`src/ttad_pkg.sv`:
```
// Shared types and constants for the teletext serial attribute decoder.
// Holds the control code map and the attribute record; no dependencies.
package ttad_pkg;

	// Serial attribute control codes (low five bits of a cell byte below 0x20)
	localparam logic [4:0] CODE_BLACK_BG     = 5'h00;
	localparam logic [4:0] CODE_ALPHA_LO     = 5'h01;
	localparam logic [4:0] CODE_ALPHA_HI     = 5'h07;
	localparam logic [4:0] CODE_FLASH        = 5'h08;
	localparam logic [4:0] CODE_STEADY       = 5'h09;
	localparam logic [4:0] CODE_NORMAL_SIZE  = 5'h0C;
	localparam logic [4:0] CODE_DOUBLE_HT    = 5'h0D;
	localparam logic [4:0] CODE_MOSAIC_LO    = 5'h10;
	localparam logic [4:0] CODE_MOSAIC_HI    = 5'h17;
	localparam logic [4:0] CODE_CONCEAL      = 5'h18;
	localparam logic [4:0] CODE_BLACK_BG_ALT = 5'h1C;
	localparam logic [4:0] CODE_NEW_BG       = 5'h1D;
	localparam logic [4:0] CODE_HOLD         = 5'h1E;
	localparam logic [4:0] CODE_RELEASE      = 5'h1F;

	localparam logic [6:0] SPACE_GLYPH = 7'h20;
	localparam logic [5:0] FLASH_LIMIT = 6'd38;
	localparam logic [2:0] FG_DEFAULT  = 3'd7;
	localparam logic [2:0] BG_DEFAULT  = 3'd0;
	localparam logic [2:0] BG_WHITE    = 3'd7;
	localparam logic [4:0] VARIANT_ROW = 5'd3;

	// Serial attributes that column 0 resets
	typedef struct packed {
		logic [2:0] fg;
		logic [2:0] bg;
		logic       graphics;
		logic       flash;
		logic       tall;
		logic       conceal;
		logic [6:0] held;
	} attr_t;

	localparam attr_t ATTR_ROW_START = '{
		fg:       FG_DEFAULT,
		bg:       BG_DEFAULT,
		graphics: 1'b0,
		flash:    1'b0,
		tall:     1'b0,
		conceal:  1'b0,
		held:     SPACE_GLYPH
	};

endpackage

```
`src/teletext_attribute_decoder.sv`:
```
// Teletext serial attribute decoder: top level, one cell word in, one decoded cell out.
// Depends on ttad_pkg for control codes and the attribute record.
//
// Usage:
//   Input channel (in_valid/in_ready) carries one cell word: char_byte, row, column,
//   frame_phase. Output channel (out_valid/out_ready) carries the decoded cell:
//   glyph, colours, mosaic and double-height flags, and its row and column.
//   cfg_wr_en/cfg_wr_data write second_variant; write only while the block is idle.
// Path: a word accepted into the input register is decoded against the attribute
//   state, and its result is registered in the result stage, where it drives the
//   output and holds while out_ready is low.
// Throughput: one word per cycle unless out_ready stalls the output. The decode of
//   a word and the attribute update are combinational, between input and result registers.
// Words off the page, words of a skipped row and the column 0 word that starts
//   a skipped row produce no result.
// Reset: attributes go to white on black, all flags off, held glyph space, no row
//   skip pending, second_variant cleared; both pipeline stages empty.
// Stall: while out_ready is low a result holds; the input register still takes one
//   more word, then in_ready drops until the result is taken.
module teletext_attribute_decoder
	import ttad_pkg::*;
#(
	parameter int ROWS    = 25,
	parameter int COLUMNS = 42
) (
	input  logic       clk,
	input  logic       arst_n,

	input  logic       cfg_wr_en,
	input  logic       cfg_wr_data,

	input  logic       in_valid,
	output logic       in_ready,
	input  logic [7:0] char_byte,
	input  logic [4:0] row,
	input  logic [5:0] column,
	input  logic [5:0] frame_phase,

	output logic       out_valid,
	input  logic       out_ready,
	output logic [6:0] glyph,
	output logic [2:0] fg_colour,
	output logic [2:0] bg_colour,
	output logic       mosaic_glyph,
	output logic       double_height,
	output logic [4:0] out_row,
	output logic [5:0] out_column
);

	// Input stage
	logic       valid_s1;
	logic [6:0] char_s1;
	logic [4:0] row_s1;
	logic [5:0] column_s1;
	logic [5:0] phase_s1;

	// Decoder state
	logic       second_variant_q;
	attr_t      attr_q;
	logic [6:0] prev_glyph_q;
	logic       skip_pending_q;
	logic       skipping_row_q;

	// Result stage
	logic       valid_s2;
	logic [6:0] glyph_s2;
	logic [2:0] fg_s2;
	logic [2:0] bg_s2;
	logic       mosaic_s2;
	logic       tall_s2;
	logic [4:0] row_s2;
	logic [5:0] column_s2;

	logic       s2_free;
	logic       advance;
	logic       on_page;
	logic       emit_c;
	logic       row3_variant;
	logic [4:0] code;
	attr_t      attr_n;
	logic [6:0] glyph_n;
	logic [6:0] prev_glyph_n;
	logic       skip_pending_n;
	logic       skipping_row_n;

	assign s2_free  = !valid_s2 || out_ready;
	assign advance  = valid_s1 && s2_free;
	assign in_ready = !valid_s1 || s2_free;

	assign on_page = ({1'b0, row_s1} < 6'(ROWS)) && ({1'b0, column_s1} < 7'(COLUMNS));
	assign row3_variant = second_variant_q && (row_s1 == VARIANT_ROW);
	assign code = char_s1[4:0];

	always_comb begin
		attr_n         = attr_q;
		prev_glyph_n   = prev_glyph_q;
		skip_pending_n = skip_pending_q;
		skipping_row_n = skipping_row_q;
		glyph_n        = char_s1;
		emit_c         = 1'b0;

		if (on_page) begin
			emit_c = 1'b1;
			if (column_s1 == '0) begin
				// a page starts at row 0, so no skip carries into it
				if (row_s1 == '0)
					skip_pending_n = 1'b0;
				if (skip_pending_n) begin
					skip_pending_n = 1'b0;
					skipping_row_n = 1'b1;
					emit_c         = 1'b0;
				end else begin
					skipping_row_n = 1'b0;
					attr_n         = ATTR_ROW_START;
				end
			end else if (skipping_row_q) begin
				emit_c = 1'b0;
			end
		end

		if (emit_c) begin
			if (char_s1[6:5] == 2'b00) begin
				unique case (code) inside
					[CODE_ALPHA_LO:CODE_ALPHA_HI]: begin
						attr_n.graphics = 1'b0;
						attr_n.fg       = code[2:0];
						attr_n.conceal  = 1'b0;
					end
					[CODE_MOSAIC_LO:CODE_MOSAIC_HI]: begin
						attr_n.graphics = 1'b1;
						attr_n.fg       = code[2:0];
						attr_n.conceal  = 1'b0;
					end
					CODE_BLACK_BG, CODE_BLACK_BG_ALT: attr_n.bg = BG_DEFAULT;
					CODE_FLASH:       attr_n.flash = 1'b1;
					CODE_STEADY:      attr_n.flash = 1'b0;
					CODE_NORMAL_SIZE: attr_n.tall  = 1'b0;
					CODE_DOUBLE_HT: begin
						attr_n.tall    = 1'b1;
						skip_pending_n = 1'b1;
						if (row3_variant)
							attr_n.bg = BG_WHITE;
					end
					CODE_CONCEAL: attr_n.conceal = 1'b1;
					CODE_NEW_BG: begin
						if (!row3_variant)
							attr_n.bg = attr_n.fg;
					end
					CODE_HOLD:    attr_n.held = prev_glyph_q;
					CODE_RELEASE: attr_n.held = SPACE_GLYPH;
					default: ;
				endcase
				glyph_n = attr_n.held;
			end
			// blank concealed cells and flashing cells in the off phase
			if (attr_n.conceal || (attr_n.flash && (phase_s1 > FLASH_LIMIT)))
				glyph_n = SPACE_GLYPH;
			prev_glyph_n = glyph_n;
		end
	end

	always_ff @(posedge clk or negedge arst_n) begin
		if (!arst_n) begin
			second_variant_q <= 1'b0;
		end else if (cfg_wr_en) begin
			second_variant_q <= cfg_wr_data;
		end
	end

	always_ff @(posedge clk or negedge arst_n) begin
		if (!arst_n) begin
			valid_s1 <= 1'b0;
		end else if (in_ready) begin
			valid_s1 <= in_valid;
		end
	end

	always_ff @(posedge clk) begin
		if (in_valid && in_ready) begin
			char_s1   <= char_byte[6:0];
			row_s1    <= row;
			column_s1 <= column;
			phase_s1  <= frame_phase;
		end
	end

	always_ff @(posedge clk or negedge arst_n) begin
		if (!arst_n) begin
			attr_q         <= ATTR_ROW_START;
			prev_glyph_q   <= '0;
			skip_pending_q <= 1'b0;
			skipping_row_q <= 1'b0;
		end else if (advance) begin
			attr_q         <= attr_n;
			prev_glyph_q   <= prev_glyph_n;
			skip_pending_q <= skip_pending_n;
			skipping_row_q <= skipping_row_n;
		end
	end

	always_ff @(posedge clk or negedge arst_n) begin
		if (!arst_n) begin
			valid_s2 <= 1'b0;
		end else if (advance) begin
			valid_s2 <= emit_c;
		end else if (out_ready) begin
			valid_s2 <= 1'b0;
		end
	end

	always_ff @(posedge clk) begin
		if (advance && emit_c) begin
			glyph_s2  <= glyph_n;
			fg_s2     <= attr_n.fg;
			bg_s2     <= attr_n.bg;
			mosaic_s2 <= attr_n.graphics && glyph_n[5];
			tall_s2   <= attr_n.tall;
			row_s2    <= row_s1;
			column_s2 <= column_s1;
		end
	end

	assign out_valid     = valid_s2;
	assign glyph         = glyph_s2;
	assign fg_colour     = fg_s2;
	assign bg_colour     = bg_s2;
	assign mosaic_glyph  = mosaic_s2;
	assign double_height = tall_s2;
	assign out_row       = row_s2;
	assign out_column    = column_s2;

	// A word inside a skipped row never reaches the output
	assert property (@(posedge clk) disable iff (!arst_n)
		advance && skipping_row_q && (column_s1 != '0) |=> !out_valid)
		else $error("result produced for a skipped row");

	// A printable cell at column 0 shows the row-start colours
	assert property (@(posedge clk) disable iff (!arst_n)
		advance && emit_c && (column_s1 == '0) && (char_s1[6:5] != 2'b00)
		|=> out_valid && (fg_colour == FG_DEFAULT) && (bg_colour == BG_DEFAULT))
		else $error("attributes not reset at start of row");

	// Mosaic font is only chosen for glyphs with bit 5 set
	assert property (@(posedge clk) disable iff (!arst_n)
		out_valid && mosaic_glyph |-> glyph[5])
		else $error("mosaic flag on a glyph without bit 5");

	// Input back-pressure only comes from a full pipeline
	assert property (@(posedge clk) disable iff (!arst_n)
		!in_ready |-> valid_s1 && out_valid && !out_ready)
		else $error("input stalled with room in the pipeline");

endmodule
```
`config.mk`:
```
export PLATFORM = sky130hd
export DESIGN_NAME = teletext_attribute_decoder
export DESIGN_NICKNAME = d
export VERILOG_FILES = /design/src/ttad_pkg.sv /design/src/teletext_attribute_decoder.sv
export SDC_FILE = /design/constraint.sdc
export NUM_CORES = 1
export LEC_CHECK = 0
export BUFFER_PORTS_ARGS = -buffer_cell sky130_fd_sc_hd__buf_2
export CAP_MARGIN = 20
export CORE_ASPECT_RATIO = 1.5
export CORE_MARGIN = 3
export CORE_UTILIZATION = 55
export CTS_CLUSTER_DIAMETER = 40
export CTS_CLUSTER_SIZE = 40
export DETAILED_ROUTE_END_ITERATION = 10
export PLACE_DENSITY = 0.74
export REMOVE_ABC_BUFFERS = 1
export SYNTH_ARGS = -nofsm -noshare
export SYNTH_HDL_FRONTEND = slang
export SYNTH_SLANG_ARGS = --single-unit
export TNS_END_PERCENT = 10
```
`constraint.sdc`:
```
create_clock -name clk -period 3.6 [get_ports clk]
set_input_delay 0.36 -clock clk [delete_from_list [all_inputs] [get_ports clk]]
set_output_delay 0.36 -clock clk [all_outputs]
set_load 0.005 [all_outputs]
```
==> metrics.md, run 1 <==
| Metric | Value |
|---|---|
| Max stage delay on crit path | `approximately 0.56 ns` |
| CP cell instances | `o311ai_4 > and3_4 > a32o_2 > nand2_2 > inv_2 > nand2_1 > a32o_1` |
| Netlist cell types | `60` |
| Core ar. | `~6000 sq um` |
| Hold/Removal Path Class | `input pin to asynchronous set/reset pin` |
| Crit-path slowest cell | `inv_2` |
| Fraction of registers with async set/reset | `0.367` |
| Postcts setup bufs | `0` |
| Residual DRC | `0` |
| VDD IR max | `between 0.0003 and 0.0004 V` |
| DR vias/cell | `5.99` |
| Vias | `2390` |
| Post-placement cell area | `between 3000 and 4000 sq um` |
| Pins over their slew limit | `0` |
| GRT Resource Usage Total | `0.204` |
| Synth area leaders | `edfxtp_1 43%, dfrtp_1 18%, a22o_1 3.3%` |
| CP Launch Point | `row_s1[1]` |
| Post-Syn Area | `3470 sq um` |
| I/O pins | `just under 60` |
| Ant diodes | `0` |
| Final ANT Viol Nets | `0` |
| Hold Violations, Final | `0` |
| Dominant synthesized flop cell | `edfxtp_1` |
| Synth area leader | `edfxtp_1` |
| Commonest non-fill, non-tap cells in the layout | `57 x buf_2, 50 x edfxtp_1, 25 x nand2_1, 25 x dfrtp_1, 23 x nor2_1` |
| Largest net degree at the start of global routing | `30` |
| Initial DRT Pass Iterations | `4` |
| CP top delay family | `compound AO/OA/AOI/OAI gates` |
| Setup crit end | `attr_q[9]` |
| Critical Path End Type | `flop` |
| Static Leak | `1.59 nW` |
| Pwr/cell area | `~530 nW/um^2` |
| RSZ-0062 raised after global routing | `no` |
| GRT overflow | `0` |
| Setup CP Type | `flop to flop` |
| EDFF count, synth | `50` |
| Antenna violations before repair | `0` |
| Worst r2r path cells | `7` |
| Die height | `approximately 100 um` |
| CTS Buf Count | `9` |
| Area fraction of the dominant cell type after synthesis | `0.433` |
| Initial drt markers | `around 250` |
| CTS resizes | `0` |
| CP arrival | `2.84 ns` |
| RR Endpoint | `attr_q[9]` |
| Slew of the pin with the lowest slew margin | `~0.96 ns` |
| # setup viols final | `0` |
| Outcome | `finished clean` |
| Hold Slack | `about 0.042 ns` |
| Sequential share of the synthesized area | `0.644` |
| Max FO, Critical Path | `29` |
| Gp weighted congestion | `approximately 0.9` |
| Clk Latency, worst-skew pair | `0.35 ns` |
| # H-tree levels | `3` |
| First-pass GRT wire length | `11.4 mm` |
| DP Wirelength | `approximately 4.8 mm` |
| Number of global-route vias before repair | `about 2400` |
| Final Critical Period | `2.60 ns` |
| Die area | `between 7000 and 8000 sq um` |
| Commonest non-fill, non-tap cell in the layout | `buf_2` |
| CTS Hold Bufs | `0` |
| Relative slew margins | `0.358` |
| Design Area, Final | `3990 sq um` |
| Syn Inst Count | `between 200 and 300` |
| Worst-path clk slew | `0.08 ns` |
| Layout area overhead | `15.0%` |
| R2r setup slk | `around 1 ns` |
| Reg-to-reg startpoint | `row_s1[1]` |
| WL final | `between 6 and 7 mm` |
| CTS Sinks | `79` |
| CP Data Required Time | `roughly 3.8 ns` |
| Syn Area/Cell | `approximately 13 sq um` |
| Clk root buf | `clkbuf_8` |
| Wire per inst | `around 17 um` |
| WP buf/inv | `1` |
| Warnings from Yosys | `0` |
| Crit start category | `flop` |
| Max clock buf depth | `2` |
| Final Cycle Share | `0.724` |
| Clock Skew | `around 0.011 ns` |
| Initial core utilization | `0.582` |
| Layout Nets | `353` |
| CTS tree | `done` |
| Row count | `34` |
| Share of layout cells above drive strength 1 | `0.327` |
| Max Fclk | `~380 MHz` |
| Port Buffers | `57` |
| Max-cap check violation count | `0` |
| Stages on worst setup path | `7` |
| Setup_tns | `0 ns` |
| Die width | `70.8 um` |
| Yosys reg bits | `a little under 80` |
Yosys cell counts, types with 4 or more instances:
cell type / count
clkbuf_1: 4
dfstp_2: 4
nor2_1: 23
buf_2: 7
o22a_1: 6
o31ai_2: 4
nand2_1: 25
nand3_1: 5
nand2_2: 5
dfrtp_1: 25
and2_1: 4
o21ai_1: 9
a32o_1: 4
a21oi_1: 10
a22o_1: 13
edfxtp_1: 50
a221o_1: 4
o21ai_0: 7
where the power goes:
part           internal, W  switching [W]  total [W]
clock network     0.000314       0.000312   0.000626
registers          0.00111      0.0000796    0.00119
logic             0.000137       0.000164   0.000301
total              0.00156       0.000556    0.00212
routing by layer:
metal / GRT usage / routed length, um / up-vias
li1: - / - / 1129
met1: 0.246 / 2810 / 1160
met2: 0.345 / 3600 / 90
met3: 0.0561 / 432 / 11
met4: 0.0897 / 135 / 0
met5: 0 / 0 / -
area by class of cell:
type	count	area, sq um
fillers	451	1970
multi-input cells	169	1160
inverters	3	11.3
well taps	72	90.1
clock inverters	7	63.8
repair buffers	60	308
clock buffers	9	124
flip-flops and latches	79	2230
cells by family (layout without fill, tap and decap cells):
family	after synthesis	after routing	synth area share
AOI/OAI and AO/OA	77	77	0.189
muxes	1	1	0.00325
DFF	79	79	0.644
and+or+nand+nor	91	91	0.142
buffers and inverters	15	79	0.0220
registers in the layout (all words and copies together) (netlist names):
name              flops
char_s1               7
valid_s1              1
fg_colour             3
attr_q               17
phase_s1              6
prev_glyph_q          7
row_s1                5
glyph                 7
double_height         1
out_column            6
skipping_row_q        1
column_s1             6
out_valid             1
mosaic_glyph          1
bg_colour             3
skip_pending_q        1
out_row               5
second_variant_q      1
how the worst min path moves through the flow:
| stage | to | cells past startpoint |
|---|---|---|
| finish | attr_q[12] | 1 |
| global route | attr_q[12] | 1 |
| CTS | attr_q[12] | 1 |
| detailed placement | attr_q[12] | 1 |
| global placement | attr_q[11] | 1 |
| floorplan | attr_q[0] | 0 |
through the flow:
stage          setup WS [ns]   util  cells  total power, W
3_3_place_gp            1.05  0.638    383         0.00150
6_report               0.995  0.670    399         0.00212
2_1_floorplan           1.24      -    251         0.00139
3_5_place_dp           0.970  0.638    383         0.00151
4_1_cts                0.950  0.670    399         0.00212
5_1_grt                0.784  0.670    399         0.00220
Power figures use the tool's default switching activity.
==> inputs of run 2 (changes only) <==
ABC_AREA = 1   (was default)
clock period = 2.5 ns   (was 3.6 ns; I/O delays follow)
==> run 2 against run 1 <==
Against the previous run:
- global-route usage is 0.12 points higher
- sequential power rose by 55%
- die area increased by 5.1%
- highest routed layer unchanged
- clock power up 60%
- synthesized cell count increased by 44%
- register-to-register slack worse by 0.54 ns
- flip-flop and latch count unchanged
- first-iteration DRC count decreased by 3.2%
- routed wire length grew 3.2%
- clock skew shrank 0.0032 ns
- cell area rose by 6.2%
- fmax up 27%
==> metrics.md, run 2 <==
| Metric | Value |
|---|---|
| Synth top cells by count | `130 x nand2_1, 50 x edfxtp_1, 33 x inv_1, 33 x nand3_1, 25 x dfrtp_1` |
| GRT overflow | `0` |
| Area fraction of the dominant cell type after synthesis | `0.410` |
| Dominant synthesized flop cell | `edfxtp_1` |
| Pre-CTS setup slack | `around 0.45 ns` |
| Initial DRT Pass Iterations | `4` |
| Synth Area in Adders | `0` |
| Synth area leader | `edfxtp_1` |
| Dpl cells | `~510` |
| EDFF count, synth | `50` |
| Yosys reg bits | `79` |
| Largest family of logic cells by synthesized area | `simple AND/OR/NAND/NOR gates` |
| Synth area leaders | `edfxtp_1 41%, dfrtp_1 17%, nand2_1 13%` |
| Layout Nets | `~480` |
| Antenna violations before repair | `0` |
| Max clock buf depth | `2` |
| Sequential share of the synthesized area | `0.610` |
| # H-tree levels | `3` |
| Clk root buf | `clkbuf_8` |
| Commonest non-fill, non-tap cells in the layout | `130 x nand2_1, 57 x buf_2, 50 x edfxtp_1` |
| CTS resizes | `0` |
| Crit start category | `flop` |
| Number of global-route vias before repair | `about 2600` |
| Gp weighted congestion | `approximately 0.89` |
| Max Fclk | `roughly 500 MHz` |
| Layout area overhead | `15.8%` |
| Most numerous cell in the Yosys netlist | `nand2_1` |
| Static Leak | `2.00 nW` |
| Initial drt markers | `around 250` |
| DR vias/cell | `about 5.2` |
| I/O pins | `59` |
| Pwr/cell area | `between 800 and 900 nW/um^2` |
| Netlist cell types | `30` |
| Row count | `35` |
| Outcome | `finished clean` |
| Clock Skew | `between 0.007 and 0.008 ns` |
| Die width | `72.6 um` |
| Port Buffers | `57` |
| Relative slew margins | `0.550` |
| Final ANT Viol Nets | `0` |
| Final Cycle Share | `0.819` |
| Final Critical Period | `2.05 ns` |
| Hold Slack | `roughly 0.073 ns` |
| Warnings from Yosys | `0` |
| Setup_tns | `0 ns` |
| Max-cap check violation count | `0` |
| Postcts setup bufs | `0` |
| Hold Violations, Final | `0` |
| Pins over their slew limit | `0` |
| Die height | `about 110 um` |
| Fraction of registers with async set/reset | `0.367` |
| R2r setup slk | `roughly 0.45 ns` |
| Commonest non-fill, non-tap cell in the layout | `nand2_1` |
| Post-Syn Area | `approximately 3700 sq um` |
| XOR/XNOR Fraction of Synth Area | `0` |
| CP arrival | `about 2.1 ns` |
| VDD IR max | `around 0.00057 V` |
| Initial core utilization | `0.580` |
| Post-synthesis mux area share | `0` |
| DP Wirelength | `5.20 mm` |
| Reg-to-reg startpoint | `column_s1[4]` |
| RSZ-0062 raised after global routing | `no` |
| CTS Hold Bufs | `1` |
| Largest register FFs | `17` |
| CTS tree | `done` |
| Ant diodes | `0` |
| CTS Buf Count | `9` |
| Setup CP Type | `flop to flop` |
| Worst r2r path cells | `10` |
| Slew of the pin with the lowest slew margin | `just under 0.7 ns` |
| # setup viols final | `0` |
| Final Util | `0.672` |
| Critical Path End Type | `flop` |
| Hold Crit Depth | `1` |
| Worst Min Path Start | `frame_phase[2]` |
| RR Endpoint | `mosaic_glyph` |
| Wire per inst | `between 10 and 15 um` |
| Worst-path clk slew | `~0.080 ns` |
| Residual DRC | `0` |
| CTS Sinks | `79` |
| Clk Latency, worst-skew pair | `roughly 0.34 ns` |
| GRT Resource Usage Total | `0.205` |
| Share of layout cells above drive strength 1 | `0.272` |
| Non-Filler Instances | `about 520` |
| Simple-gate share of the synthesized area | `0.278` |
| Syn Inst Count | `between 300 and 400` |
| First-pass GRT wire length | `about 12 mm` |
| CP Data Required Time | `2.60 ns` |
| Worst setup margin | `about 0.45 ns` |
| Worst hold endpoint | `phase_s1[2]` |
| Largest net degree at the start of global routing | `30` |
| Die area | `~7700 sq um` |
| Hold/Removal Path Class | `input pin to flop` |
| Vias | `between 2000 and 3000` |
| Compound-cell area share of the yosys netlist | `0.0530` |
| Core ar. | `between 6000 and 7000 sq um` |
| Syn Area/Cell | `about 9.7 sq um` |
| Largest Register | `attr_q` |
| Max FO, Critical Path | `25` |
| WL final | `slightly above 7 mm` |
[run 2: changes by cell type after synthesis, moves of 12 or more]
cell     previous run  this run
nand3_1             5        33
o21ai_0             7        19
inv_1               2        33
a22o_1             13         0
nand2_1            25       130
[run 2: kinds of logic (layout without fill, tap and decap cells)]
logic type	after synthesis	count (layout)
AO/OA/AOI/OAI	34	34
buffers and inverters	50	120
flip-flops	79	79
AND/OR/NAND/NOR	216	216
[run 2: worst max-delay path: stages, from the launching register on]
cell and delay, ns:
edfxtp_1 0.45, nor2_1 0.17, nand3_2 0.14, inv_2 0.10, nand3_4 0.27, nand2_4 0.29
nand2_4 0.11, nand2_1 0.06, o21ai_0 0.10, inv_1 0.07, nor2_1 0.04
[run 2: power by group]
| part | internal (W) | switching (W) |
|---|---|---|
| clock network | 0.000559 | 0.000444 |
| logic | 0.000298 | 0.000511 |
| registers | 0.00170 | 0.000139 |
[run 2: metrics by stage]
stage          total power [W]  cell area, sq um
2_1_floorplan          0.00240              3600
3_3_place_gp           0.00262              4010
3_5_place_dp           0.00267              4010
4_1_cts                0.00368              4240
5_1_grt                0.00389              4240
6_report               0.00365              4240
[run 2: worst max path at each step]
stage,start,endpoint,slack [ns],depth (start not counted)
after global routing,row_s1[2],mosaic_glyph,0.25,10
after detailed placement,column_s1[4],mosaic_glyph,0.45,10
after floorplan,row_s1[1],attr_q[7],0.17,10
after CTS,row_s1[1],attr_q[7],0.42,10
final,column_s1[4],mosaic_glyph,0.45,10
after global placement,column_s1[4],mosaic_glyph,0.50,10
[run 2: metal layers]
layer	routed length [um]	GRT usage
met1	2840	0.249
met2	3710	0.340
met3	432	0.0587
met5	0	0
met4	217	0.0818
[run 2: final cells by class]
cell class	instances	area, sq um
sequential	79	2230
inverter	41	154
clock buffer	10	128
clock inverter	6	85.1
fill	502	2070
multi-input combinational	250	1210
timing repair buffer	63	333
tap	74	92.6
